**config.mk**
```make
export PLATFORM = sky130hd
export DESIGN_NAME = round_robin_task_scheduler_unit
export DESIGN_NICKNAME = d
export VERILOG_FILES = /design/src/rtl/rrts_pkg.sv /design/src/rtl/rrts_dec_unit.sv /design/src/rtl/rrts_task_ram.sv /design/src/rtl/round_robin_task_scheduler_unit.sv
export VERILOG_INCLUDE_DIRS = /design/src /design/src/rtl
export SDC_FILE = /design/constraint.sdc
export NUM_CORES = 1
export LEC_CHECK = 0
export BUFFER_PORTS_ARGS = -buffer_cell sky130_fd_sc_hd__buf_2
export CAP_MARGIN = 0
export CORE_MARGIN = 2
export CORE_UTILIZATION = 35
export DETAILED_ROUTE_END_ITERATION = 12
export PLACE_DENSITY = 0.54
export SETUP_SLACK_MARGIN = 0.02
export SLEW_MARGIN = 30
export SYNTH_ARGS = -nofsm -noshare
export SYNTH_HDL_FRONTEND = slang
export SYNTH_HIERARCHICAL = 1
export SYNTH_SLANG_ARGS = --single-unit
```
**constraint.sdc**
```tcl
create_clock -name clock -period 8.1 [get_ports clock]
set_input_delay 0.81 -clock clock [delete_from_list [all_inputs] [get_ports clock]]
set_output_delay 0.81 -clock clock [all_outputs]
set_load 0.01 [all_outputs]
```
**src/rtl/round_robin_task_scheduler_unit_assert.svh**
```systemverilog
// ----------------------------------------------------------------------------
// Assertion macros for the round-robin task scheduler
// Immediate-consequence and next-cycle property forms used by the RTL.
// ----------------------------------------------------------------------------
`ifndef ROUND_ROBIN_TASK_SCHEDULER_UNIT_ASSERT_SVH
`define ROUND_ROBIN_TASK_SCHEDULER_UNIT_ASSERT_SVH

// Consequence must hold in the same cycle as the antecedent.
`define RRTS_ASSERT_IMPL(name, clk, rst, ante, cons) \
   name: assert property (@(posedge clk) disable iff (rst) (ante) |-> (cons)) \
      else $error("rrts: same-cycle property failed");

// Consequence must hold in the cycle after the antecedent.
`define RRTS_ASSERT_NEXT(name, clk, rst, ante, cons) \
   name: assert property (@(posedge clk) disable iff (rst) (ante) |=> (cons)) \
      else $error("rrts: next-cycle property failed");

`endif

```
**src/rtl/rrts_pkg.sv**
```systemverilog
// ----------------------------------------------------------------------------
// rrts_pkg
// Shared types and constants of the round-robin task scheduler.
// ----------------------------------------------------------------------------
package rrts_pkg;

   localparam int CFG_W     = 16;
   localparam int TASK_ID_W = 4;
   localparam int FIELD_W   = 16;

   localparam logic [CFG_W-1:0] MAIN_SLICE_RESET = 16'd10;

   typedef enum logic [2:0] {
      CMD_INIT    = 3'd0,
      CMD_TICK    = 3'd1,
      CMD_CREATE  = 3'd2,
      CMD_SUSPEND = 3'd3,
      CMD_RESUME  = 3'd4,
      CMD_SLEEP   = 3'd5,
      CMD_FINISH  = 3'd6
   } cmd_type;

   typedef enum logic [1:0] {
      ST_SUSPENDED = 2'd0,
      ST_RUNNABLE  = 2'd1,
      ST_SLEEPING  = 2'd2,
      ST_FINISHED  = 2'd3
   } task_state_type;

   typedef struct packed {
      cmd_type                cmd;
      logic [TASK_ID_W-1:0]   task_id;
      logic [FIELD_W-1:0]     tick_value;
   } req_type;

   typedef struct packed {
      logic                   switch_req;
      logic [TASK_ID_W-1:0]   next_task;
      logic [TASK_ID_W-1:0]   new_id;
      logic                   error;
   } rsp_type;

   typedef struct packed {
      logic rd_en;
      logic wr_en;
      logic clear;
   } ram_ctl_type;

   typedef enum logic [3:0] {
      S_IDLE,
      S_DECODE,
      S_TK_RD,
      S_TK_UPD,
      S_SL_RD,
      S_SL_UPD,
      S_CUR_UPD,
      S_PK_START,
      S_PK_RD,
      S_PK_CHK,
      S_RL_RD,
      S_RL_WR,
      S_DONE
   } sched_state_type;

endpackage

```
**src/rtl/rrts_dec_unit.sv**
```systemverilog
// ----------------------------------------------------------------------------
// rrts_dec_unit
// Shared saturating decrement with a zero test on the result.
// ----------------------------------------------------------------------------
module rrts_dec_unit
   import rrts_pkg::*;
#(
   parameter int WIDTH = 16
)
(
   input  logic [WIDTH-1:0] operand,
   output logic [WIDTH-1:0] result,
   output logic             is_zero
);

   // A count already at zero stays at zero.
   assign result  = (operand == '0) ? operand : operand - WIDTH'(1);
   assign is_zero = (result == '0);

endmodule

```
**src/rtl/rrts_task_ram.sv**
```systemverilog
// ----------------------------------------------------------------------------
// rrts_task_ram
// Task table memory with one write and one registered read port.
// ----------------------------------------------------------------------------
module rrts_task_ram
   import rrts_pkg::*;
#(
   parameter int DEPTH      = 16,
   parameter int TICK_WIDTH = 16,
   parameter int ADDR_W     = $clog2(DEPTH)
)
(
   input  logic                  clock,
   input  logic                  reset,
   input  ram_ctl_type           ctl,
   input  logic [ADDR_W-1:0]     rd_addr,
   input  logic [ADDR_W-1:0]     wr_addr,
   input  task_state_type        wr_state,
   input  logic [TICK_WIDTH-1:0] wr_len,
   input  logic [TICK_WIDTH-1:0] wr_left,
   input  logic [TICK_WIDTH-1:0] wr_sleep,
   output task_state_type        rd_state,
   output logic [TICK_WIDTH-1:0] rd_len,
   output logic [TICK_WIDTH-1:0] rd_left,
   output logic [TICK_WIDTH-1:0] rd_sleep
);

   localparam int ROW_W = 2 + 3 * TICK_WIDTH;

   logic [ROW_W-1:0] mem_ff [DEPTH];
   logic [DEPTH-1:0] valid_ff;
   logic [ROW_W-1:0] rd_row_ff;
   logic             rd_valid_ff;
   logic             rd_first_ff;

   always_ff @(posedge clock) begin
      if (ctl.wr_en) begin
         mem_ff[wr_addr] <= {wr_state, wr_len, wr_left, wr_sleep};
      end
      if (ctl.rd_en) begin
         rd_row_ff   <= mem_ff[rd_addr];
         rd_valid_ff <= valid_ff[rd_addr];
         rd_first_ff <= (rd_addr == '0);
      end
   end

   // An entry that was never written since reset or init reads as its
   // reset value: task zero runnable, every other task suspended, counts zero.
   // A clear that comes with a write keeps only the row being written.
   always_ff @(posedge clock) begin
      if (reset) begin
         valid_ff <= '0;
      end else if (ctl.clear) begin
         valid_ff <= ctl.wr_en ? (DEPTH'(1) << wr_addr) : '0;
      end else if (ctl.wr_en) begin
         valid_ff[wr_addr] <= 1'b1;
      end
   end

   assign rd_state = rd_valid_ff ? task_state_type'(rd_row_ff[ROW_W-1 -: 2])
                   : (rd_first_ff ? ST_RUNNABLE : ST_SUSPENDED);
   assign rd_len   = rd_valid_ff ? rd_row_ff[3*TICK_WIDTH-1 -: TICK_WIDTH] : '0;
   assign rd_left  = rd_valid_ff ? rd_row_ff[2*TICK_WIDTH-1 -: TICK_WIDTH] : '0;
   assign rd_sleep = rd_valid_ff ? rd_row_ff[TICK_WIDTH-1:0] : '0;

endmodule

```
**src/rtl/round_robin_task_scheduler_unit.sv**
```systemverilog
// ----------------------------------------------------------------------------
// round_robin_task_scheduler_unit
// Round-robin time-slice task scheduler with a table walked by a sequencer.
// ----------------------------------------------------------------------------
// The scheduler takes one command item at a time (init, tick, create,
// suspend, resume, sleep, finish) and returns one result item for it, giving
// the switch request, the task that runs afterwards, the id of a created task
// and an error flag. Every task row lives in a single-port-read,
// single-port-write memory, so the sequencer spends a read step and an act
// step on each row it visits. Init, create, unused commands and a suspend or
// resume with a bad task id go from decode straight to done; suspend and
// resume read the named row and then write its new state. Sleep and finish
// update the running row, then search round-robin for the next runnable
// task and reload its slice, keeping the running task when none is found.
// A tick walks every task in the table, counting sleepers down, then counts
// the running slice down and runs the same search when the slice expires.
// The block goes back to idle before the next item can be accepted.
// Reset and init clear the table at once through per-row valid bits, so no
// clearing pass is needed. The block is not ready while a command is in
// progress; a finished result sits in an output register until taken, and the
// next item is accepted meanwhile. The slice register written through the csr
// port takes effect at the next init.
// ----------------------------------------------------------------------------
`include "round_robin_task_scheduler_unit_assert.svh"

module round_robin_task_scheduler_unit
   import rrts_pkg::*;
#(
   parameter int MAX_TASKS  = 16,
   parameter int TICK_WIDTH = 16
)
(
   input  logic             clock,
   input  logic             reset,
   input  logic             req_valid,
   output logic             req_ready,
   input  req_type          req_payload,
   output logic             rsp_valid,
   input  logic             rsp_ready,
   output rsp_type          rsp_payload,
   input  logic             csr_wr_en,
   input  logic [CFG_W-1:0] csr_wr_data
);

   localparam int IDX_W = $clog2(MAX_TASKS);
   localparam int CNT_W = $clog2(MAX_TASKS + 1);

   // Sequencer and command registers.
   sched_state_type       state_ff, state_in;
   cmd_type               cmd_ff, cmd_in;
   logic [TASK_ID_W-1:0]  id_ff, id_in;
   logic [TICK_WIDTH-1:0] tv_ff, tv_in;
   logic [IDX_W-1:0]      idx_ff, idx_in;
   logic [IDX_W-1:0]      k_ff, k_in;
   logic [IDX_W-1:0]      running_ff, running_in;
   logic [CNT_W-1:0]      count_ff, count_in;
   logic                  sw_ff, sw_in;
   logic [TASK_ID_W-1:0]  nid_ff, nid_in;
   logic                  err_ff, err_in;
   logic                  rsp_valid_ff, rsp_valid_in;
   rsp_type               rsp_ff, rsp_in;
   logic [CFG_W-1:0]      main_slice_ff;

   // Task table port signals.
   ram_ctl_type           ram_ctl;
   logic [IDX_W-1:0]      ram_rd_addr;
   logic [IDX_W-1:0]      ram_wr_addr;
   task_state_type        wr_state;
   logic [TICK_WIDTH-1:0] wr_len;
   logic [TICK_WIDTH-1:0] wr_left;
   logic [TICK_WIDTH-1:0] wr_sleep;
   task_state_type        rd_state;
   logic [TICK_WIDTH-1:0] rd_len;
   logic [TICK_WIDTH-1:0] rd_left;
   logic [TICK_WIDTH-1:0] rd_sleep;

   // Shared decrement unit.
   logic [TICK_WIDTH-1:0] dec_operand;
   logic [TICK_WIDTH-1:0] dec_result;
   logic                  dec_zero;

   // Decode flags.
   logic                  table_full;
   logic                  bad_id;
   logic [CNT_W-1:0]      count_m1;
   logic                  tick_last;
   logic                  search_last;
   logic                  single_task;
   logic                  found;
   logic                  slot_free;
   logic                  rsp_load;
   logic [TICK_WIDTH-1:0] sleep_amt;
   logic [IDX_W-1:0]      idx_next;
   logic [IDX_W-1:0]      run_next;

   // Index that follows cur when the table holds n tasks.
   function automatic logic [IDX_W-1:0] next_index(input logic [IDX_W-1:0] cur,
                                                   input logic [CNT_W-1:0] n);
      logic [CNT_W-1:0] inc;
      inc = CNT_W'(cur) + CNT_W'(1);
      return (inc == n) ? '0 : inc[IDX_W-1:0];
   endfunction

   rrts_task_ram #(
      .DEPTH      (MAX_TASKS),
      .TICK_WIDTH (TICK_WIDTH),
      .ADDR_W     (IDX_W)
   ) u_table (
      .clock    (clock),
      .reset    (reset),
      .ctl      (ram_ctl),
      .rd_addr  (ram_rd_addr),
      .wr_addr  (ram_wr_addr),
      .wr_state (wr_state),
      .wr_len   (wr_len),
      .wr_left  (wr_left),
      .wr_sleep (wr_sleep),
      .rd_state (rd_state),
      .rd_len   (rd_len),
      .rd_left  (rd_left),
      .rd_sleep (rd_sleep)
   );

   // The one arithmetic unit counts sleepers down during the table walk and
   // the running slice down afterwards.
   assign dec_operand = (state_ff == S_TK_UPD) ? rd_sleep : rd_left;

   rrts_dec_unit #(
      .WIDTH (TICK_WIDTH)
   ) u_dec (
      .operand (dec_operand),
      .result  (dec_result),
      .is_zero (dec_zero)
   );

   assign table_full  = 32'(count_ff) >= MAX_TASKS;
   assign bad_id      = 32'(id_ff) >= MAX_TASKS;
   assign count_m1    = count_ff - CNT_W'(1);
   assign tick_last   = CNT_W'(idx_ff) == count_m1;
   assign search_last = CNT_W'(k_ff) == count_m1;
   assign single_task = count_ff == CNT_W'(1);
   assign found       = rd_state == ST_RUNNABLE;
   assign slot_free   = !rsp_valid_ff || rsp_ready;
   assign rsp_load    = (state_ff == S_DONE) && slot_free;
   // A sleep of zero ticks lasts one tick.
   assign sleep_amt   = (tv_ff == '0) ? TICK_WIDTH'(1) : tv_ff;
   assign idx_next    = next_index(idx_ff, count_ff);
   assign run_next    = next_index(running_ff, count_ff);

   assign req_ready   = (state_ff == S_IDLE);
   assign rsp_valid   = rsp_valid_ff;
   assign rsp_payload = rsp_ff;

   // Next state.
   always_comb begin
      state_in = state_ff;
      case (state_ff)
         S_IDLE: begin
            if (req_valid) begin
               state_in = S_DECODE;
            end
         end
         S_DECODE: begin
            case (cmd_ff)
               CMD_TICK: begin
                  state_in = S_TK_RD;
               end
               CMD_SUSPEND, CMD_RESUME: begin
                  state_in = bad_id ? S_DONE : S_CUR_UPD;
               end
               CMD_SLEEP, CMD_FINISH: begin
                  state_in = S_CUR_UPD;
               end
               default: begin
                  state_in = S_DONE;
               end
            endcase
         end
         S_TK_RD: begin
            state_in = S_TK_UPD;
         end
         S_TK_UPD: begin
            state_in = tick_last ? S_SL_RD : S_TK_RD;
         end
         S_SL_RD: begin
            state_in = S_SL_UPD;
         end
         S_SL_UPD: begin
            state_in = dec_zero ? S_PK_START : S_DONE;
         end
         S_CUR_UPD: begin
            if (cmd_ff == CMD_SLEEP || cmd_ff == CMD_FINISH) begin
               state_in = S_PK_START;
            end else begin
               state_in = S_DONE;
            end
         end
         S_PK_START: begin
            state_in = single_task ? S_RL_RD : S_PK_RD;
         end
         S_PK_RD: begin
            state_in = S_PK_CHK;
         end
         S_PK_CHK: begin
            if (found) begin
               state_in = S_RL_WR;
            end else if (search_last) begin
               state_in = S_RL_RD;
            end else begin
               state_in = S_PK_RD;
            end
         end
         S_RL_RD: begin
            state_in = S_RL_WR;
         end
         S_RL_WR: begin
            state_in = S_DONE;
         end
         S_DONE: begin
            if (slot_free) begin
               state_in = S_IDLE;
            end
         end
         default: begin
            state_in = S_IDLE;
         end
      endcase
   end

   // Datapath and table control for each sequencer step.
   always_comb begin
      cmd_in       = cmd_ff;
      id_in        = id_ff;
      tv_in        = tv_ff;
      idx_in       = idx_ff;
      k_in         = k_ff;
      running_in   = running_ff;
      count_in     = count_ff;
      sw_in        = sw_ff;
      nid_in       = nid_ff;
      err_in       = err_ff;
      ram_ctl      = '0;
      ram_rd_addr  = idx_ff;
      ram_wr_addr  = idx_ff;
      // Writes default to the row just read, so a step changes only its field.
      wr_state     = rd_state;
      wr_len       = rd_len;
      wr_left      = rd_left;
      wr_sleep     = rd_sleep;
      rsp_valid_in = rsp_valid_ff;
      rsp_in       = rsp_ff;

      if (rsp_valid_ff && rsp_ready) begin
         rsp_valid_in = 1'b0;
      end

      case (state_ff)
         S_IDLE: begin
            if (req_valid) begin
               cmd_in = req_payload.cmd;
               id_in  = req_payload.task_id;
               tv_in  = TICK_WIDTH'(req_payload.tick_value);
               sw_in  = 1'b0;
               nid_in = '0;
               err_in = 1'b0;
            end
         end
         S_DECODE: begin
            case (cmd_ff)
               CMD_INIT: begin
                  ram_ctl.clear = 1'b1;
                  ram_ctl.wr_en = 1'b1;
                  ram_wr_addr   = '0;
                  wr_state      = ST_RUNNABLE;
                  wr_len        = TICK_WIDTH'(main_slice_ff);
                  wr_left       = TICK_WIDTH'(main_slice_ff);
                  wr_sleep      = '0;
                  count_in      = CNT_W'(1);
                  running_in    = '0;
               end
               CMD_TICK: begin
                  idx_in = '0;
               end
               CMD_CREATE: begin
                  if (table_full) begin
                     err_in = 1'b1;
                  end else begin
                     ram_ctl.wr_en = 1'b1;
                     ram_wr_addr   = IDX_W'(count_ff);
                     wr_state      = ST_RUNNABLE;
                     wr_len        = tv_ff;
                     wr_left       = '0;
                     wr_sleep      = '0;
                     nid_in        = TASK_ID_W'(count_ff);
                     count_in      = count_ff + CNT_W'(1);
                  end
               end
               CMD_SUSPEND, CMD_RESUME: begin
                  if (bad_id) begin
                     err_in = 1'b1;
                  end else begin
                     ram_ctl.rd_en = 1'b1;
                     ram_rd_addr   = IDX_W'(id_ff);
                     idx_in        = IDX_W'(id_ff);
                  end
               end
               CMD_SLEEP, CMD_FINISH: begin
                  ram_ctl.rd_en = 1'b1;
                  ram_rd_addr   = running_ff;
                  idx_in        = running_ff;
               end
               default: begin
               end
            endcase
         end
         S_TK_RD: begin
            ram_ctl.rd_en = 1'b1;
         end
         S_TK_UPD: begin
            // Sleepers count down and wake when their count reaches zero.
            if (rd_state == ST_SLEEPING) begin
               ram_ctl.wr_en = 1'b1;
               wr_sleep      = dec_result;
               if (dec_zero) begin
                  wr_state = ST_RUNNABLE;
               end
            end
            if (!tick_last) begin
               idx_in = idx_ff + IDX_W'(1);
            end
         end
         S_SL_RD: begin
            ram_ctl.rd_en = 1'b1;
            ram_rd_addr   = running_ff;
         end
         S_SL_UPD: begin
            ram_ctl.wr_en = 1'b1;
            ram_wr_addr   = running_ff;
            wr_left       = dec_result;
            if (dec_zero) begin
               sw_in = 1'b1;
            end
         end
         S_CUR_UPD: begin
            ram_ctl.wr_en = 1'b1;
            case (cmd_ff)
               CMD_SUSPEND: begin
                  wr_state = ST_SUSPENDED;
               end
               CMD_RESUME: begin
                  wr_state = ST_RUNNABLE;
               end
               CMD_SLEEP: begin
                  wr_state = ST_SLEEPING;
                  wr_sleep = sleep_amt;
                  wr_left  = TICK_WIDTH'(1);
                  sw_in    = 1'b1;
               end
               default: begin
                  wr_state = ST_FINISHED;
                  sw_in    = 1'b1;
               end
            endcase
         end
         S_PK_START: begin
            if (single_task) begin
               idx_in = running_ff;
            end else begin
               idx_in = run_next;
               k_in   = IDX_W'(1);
            end
         end
         S_PK_RD: begin
            ram_ctl.rd_en = 1'b1;
         end
         S_PK_CHK: begin
            // With no other runnable task the running one keeps the processor.
            if (!found) begin
               if (search_last) begin
                  idx_in = running_ff;
               end else begin
                  idx_in = idx_next;
                  k_in   = k_ff + IDX_W'(1);
               end
            end
         end
         S_RL_RD: begin
            ram_ctl.rd_en = 1'b1;
         end
         S_RL_WR: begin
            ram_ctl.wr_en = 1'b1;
            wr_left       = rd_len;
            running_in    = idx_ff;
         end
         S_DONE: begin
            if (slot_free) begin
               rsp_valid_in      = 1'b1;
               rsp_in.switch_req = sw_ff;
               rsp_in.next_task  = TASK_ID_W'(running_ff);
               rsp_in.new_id     = nid_ff;
               rsp_in.error      = err_ff;
            end
         end
         default: begin
         end
      endcase
   end

   always_ff @(posedge clock) begin
      if (reset) begin
         state_ff      <= S_IDLE;
         running_ff    <= '0;
         count_ff      <= CNT_W'(1);
         rsp_valid_ff  <= 1'b0;
         main_slice_ff <= MAIN_SLICE_RESET;
      end else begin
         state_ff      <= state_in;
         running_ff    <= running_in;
         count_ff      <= count_in;
         rsp_valid_ff  <= rsp_valid_in;
         if (csr_wr_en) begin
            main_slice_ff <= csr_wr_data;
         end
      end
   end

   always_ff @(posedge clock) begin
      cmd_ff <= cmd_in;
      id_ff  <= id_in;
      tv_ff  <= tv_in;
      idx_ff <= idx_in;
      k_ff   <= k_in;
      sw_ff  <= sw_in;
      nid_ff <= nid_in;
      err_ff <= err_in;
      rsp_ff <= rsp_in;
   end

   `RRTS_ASSERT_NEXT(a_busy_after_accept, clock, reset, req_valid && req_ready, !req_ready)
   `RRTS_ASSERT_IMPL(a_running_in_table, clock, reset, 1'b1, CNT_W'(running_ff) < count_ff)
   `RRTS_ASSERT_IMPL(a_count_range, clock, reset, 1'b1, count_ff != '0 && 32'(count_ff) <= MAX_TASKS)
   `RRTS_ASSERT_IMPL(a_switch_cause, clock, reset, rsp_load && sw_ff, cmd_ff == CMD_TICK || cmd_ff == CMD_SLEEP || cmd_ff == CMD_FINISH)

endmodule
```
==> metrics.txt <==
syn_area_per_cell=17.7 um2; syn nets=2,266; Post-CTS Resized=0; Rows=122; max cap viols=0; Top FF cell, synth=edfxtp_1; initial antenna violation count=2; wirelength, routed=105 mm; I/O Buffers=55; Clock Tree Buf Depth=3; Hold Crit Class=in -> reg; final worst-path cycle share=64.8%; Synth Cell Area=0.0391 mm2; Net Sw Frac=36.3%; M2 GR Usage=28.8%; Peak VDD IR=584 uV; TritonCTS buffer count=97; DR WL/cell=27.2 um; Crit path largest cell delay=0.88 ns; placed instance area=0.0412 mm2; vias in the first global route=21,666; final setup vio count=0; area of the die=0.115 mm2; chip width=338 um; 1st-iter DRT viols=2,311; Detailed Place HPWL=58.9 mm; io pins=56; clk slew on worst S/H paths=0.07 ns; EDFF count, synth=899; Synth-to-Final Area Change=13.7%; setup tns final=0 ns; Overall Global Routing Usage=18.1%; Comb pwr share=37.9%; clock share of power=23.9%; Fmax=191 MHz; gr ovfl total=0; final antenna-violating net count=0; Cells after Synth=2,214; Die Ht=338 um; Pint=11.9 mW; Post-Place Setup Slack=2.73 ns; CP Buf/Inv Count=3; Startpoint Class=flip-flop; H-tree depth reported by CTS=3; Worst Tran Pin Value=1.05 ns; Crit Path Class=reg -> reg; unrepaired setup endpoints after global routing=no; outcome=finished clean; Via-to-Cell Ratio=5.54; GR peak layer=met2; clk_lat worst skew=0.67 ns; count of cell types in the netlist=81; Synth top area share=69.0%; Max Fanout on Critical Path=104; layout cells sized above 1=21.4%; TritonCTS clock tree=yes; Final Hold Fails=0; first-pass GRT wire length=152 mm; PnR worst setup slack=2.85 ns; Synth Register Bits=945; CP most frequent cell=a22oi_1; Synth Warn #=6; GR Layer Usage met3=3.22%; CTS Sinks=945; Core Area=0.111 mm2; CTS Hold Buffers Added=0; top post-synthesis cells by area=edfxtp_1 69%, mux4_2 7.4%, mux2i_1 3.0%, dfxtp_1 2.4%, a221oi_2 1.9%; # DRC=0; Power Density=419 mW/mm2; via count=21,387; sequential fraction of the synthesis area=71.3%; postcts setup bufs=0; Clock Skews=0.0311 ns; largest net degree at the start of global routing=134; Critical Path AT=5.72 ns; clk root buf=clkbuf_16; final instance area=0.0445 mm2; Leak=14.5 nW; nets=2,343; Tmin final=5.25 ns; power share of the sequential group=38.2%; CP delay by family, top=simple AND/OR/NAND/NOR gates; Switch Pwr=6.76 mW; crit-path cells=and2b_1 > nand2_2 > inv_2 > a21oi_1 > a22oi_1 > o21ai_4 > buf_12 > nor2b_4 > buf_4 > a22oi_1 > o21ai_1; CP max-delay cell=nor2b_4; GP Congestion=0.897; Crit. End Element=flip-flop; met1 Use GR=25.6%; DRT Pass-1 Iters=8; Starting Density=35.3%; Worst EP required=8.57 ns; leading area contributor after synthesis=edfxtp_1; Rel. slew slack=30.2%; Async SR Flop Fraction=0%; Slew Limit Fails=0
routing by layer:
layer,wire [um],vias up,share of wire [%]
met5,0,-,0
met4,2110,0,2.0
met3,6550,144,6.2
met2,49500,761,47
met1,46800,11308,45
li1,-,9174,-
cell usage after synthesis, drive strengths merged, types with 8 or more instances:
library cell and instances:
edfxtp 899, mux4 153, o21ai 127, mux2i 119, a21oi 89, buf 83, nand2 82, a22oi 74
nor2 71, clkbuf 56, and2 53, a221oi 52, dfxtp 46, inv 44, nand3 30, nor3 24
a222oi 21, xor2 20, a22o 19, a21o 18, xnor2 16, nor2b 14, nor4 13, ha 8
nand4 8
layout make-up:
class                           instances  area (um2)
Fill cell                            9980       66300
Multi-Input combinational cell       1086       10400
Inverter                               44         169
Antenna cell                            2        5.00
Sequential cell                       945       27900
Clock buffer                          120        2610
Timing Repair Buffer                  117         935
Clock inverter                         61         584
Tap cell                             1488        1860
state kept, by name, summed over array words and instances (netlist names), 5 cells and up:
signal / count
count_ff: 5
main_slice_ff: 16
rsp_payload: 10
tv_ff: 16
u_table/mem_ff: 800
u_table/rd_row_ff: 50
u_table/valid_ff: 16
logic make-up (layout without fill, tap and decap cells):
kind of cell / after synthesis / in the layout / synth area share, %
flops: 945 / 945 / 71.3
buf+inv: 183 / 342 / 2.62
xor+xnor: 36 / 36 / 0.825
other cells: 0 / 2 / 0
fa+ha+maj: 8 / 8 / 0.256
mux: 274 / 274 / 12.1
compound gates: 440 / 440 / 8.41
simple gates: 328 / 328 / 4.44
power by group through the flow:
| stage | clock network (mW) | logic (mW) | registers [mW] |
|---|---|---|---|
| floorplan | 0 | 5.10 | 6.99 |
| global placement | 0 | 6.89 | 7.22 |
| detailed placement | 0 | 7.04 | 7.22 |
| CTS | 4.55 | 7.07 | 7.13 |
| global route | 4.73 | 7.59 | 7.16 |
| finish | 4.45 | 7.06 | 7.13 |
placed cells by master (no fill, tap or decap), types with 16 or more instances in the layout:
| cell | instances |
|---|---|
| a221oi_2 | 50 |
| and2_1 | 52 |
| clkinv_2 | 25 |
| clkinv_1 | 16 |
| clkbuf_1 | 17 |
| xor2_1 | 19 |
| xnor2_1 | 16 |
| a222oi_1 | 21 |
| nand2_1 | 81 |
| mux4_2 | 129 |
| edfxtp_1 | 899 |
| nor3_1 | 16 |
| dfxtp_1 | 46 |
| inv_1 | 37 |
| clkbuf_16 | 100 |
| nor2_1 | 60 |
| o21ai_0 | 56 |
| a21o_1 | 18 |
| mux2i_1 | 119 |
| buf_4 | 48 |
| a22o_1 | 19 |
| buf_2 | 55 |
| a22oi_1 | 74 |
| o21ai_1 | 61 |
| a21oi_1 | 87 |
| nand3_1 | 29 |
| mux4_1 | 24 |
path summary, 6_finish.rpt:
check	startpoint	end	cells past startpoint	slack (ns)
worst max-delay path	state_ff[3]$_SDFFE_PP0P_	u_table/rd_row_ff[47]$_DFFE_PP_	11	2.85
worst min-delay path	req_payload[11]	tv_ff[11]$_DFFE_PP_	1	0.32
worst max register to register	state_ff[3]$_SDFFE_PP0P_	u_table/rd_row_ff[47]$_DFFE_PP_	11	2.85
worst min register to register	nid_ff[3]$_SDFFCE_PN0P_	rsp_payload[4]$_DFFE_PP_	0	0.43
per-stage QoR:
step,hold slack (ns),total power [mW],utilization [%],std cells
after CTS,0.282,18.7,40.1,3859
after floorplan,0.400,12.1,-,2214
after global routing,0.297,19.5,40.2,3861
after detailed placement,0.420,14.3,37.2,3678
final,0.322,18.6,40.2,3863
after global placement,0.411,14.1,37.1,3674
Note: power is estimated with default switching activity, not from simulation.
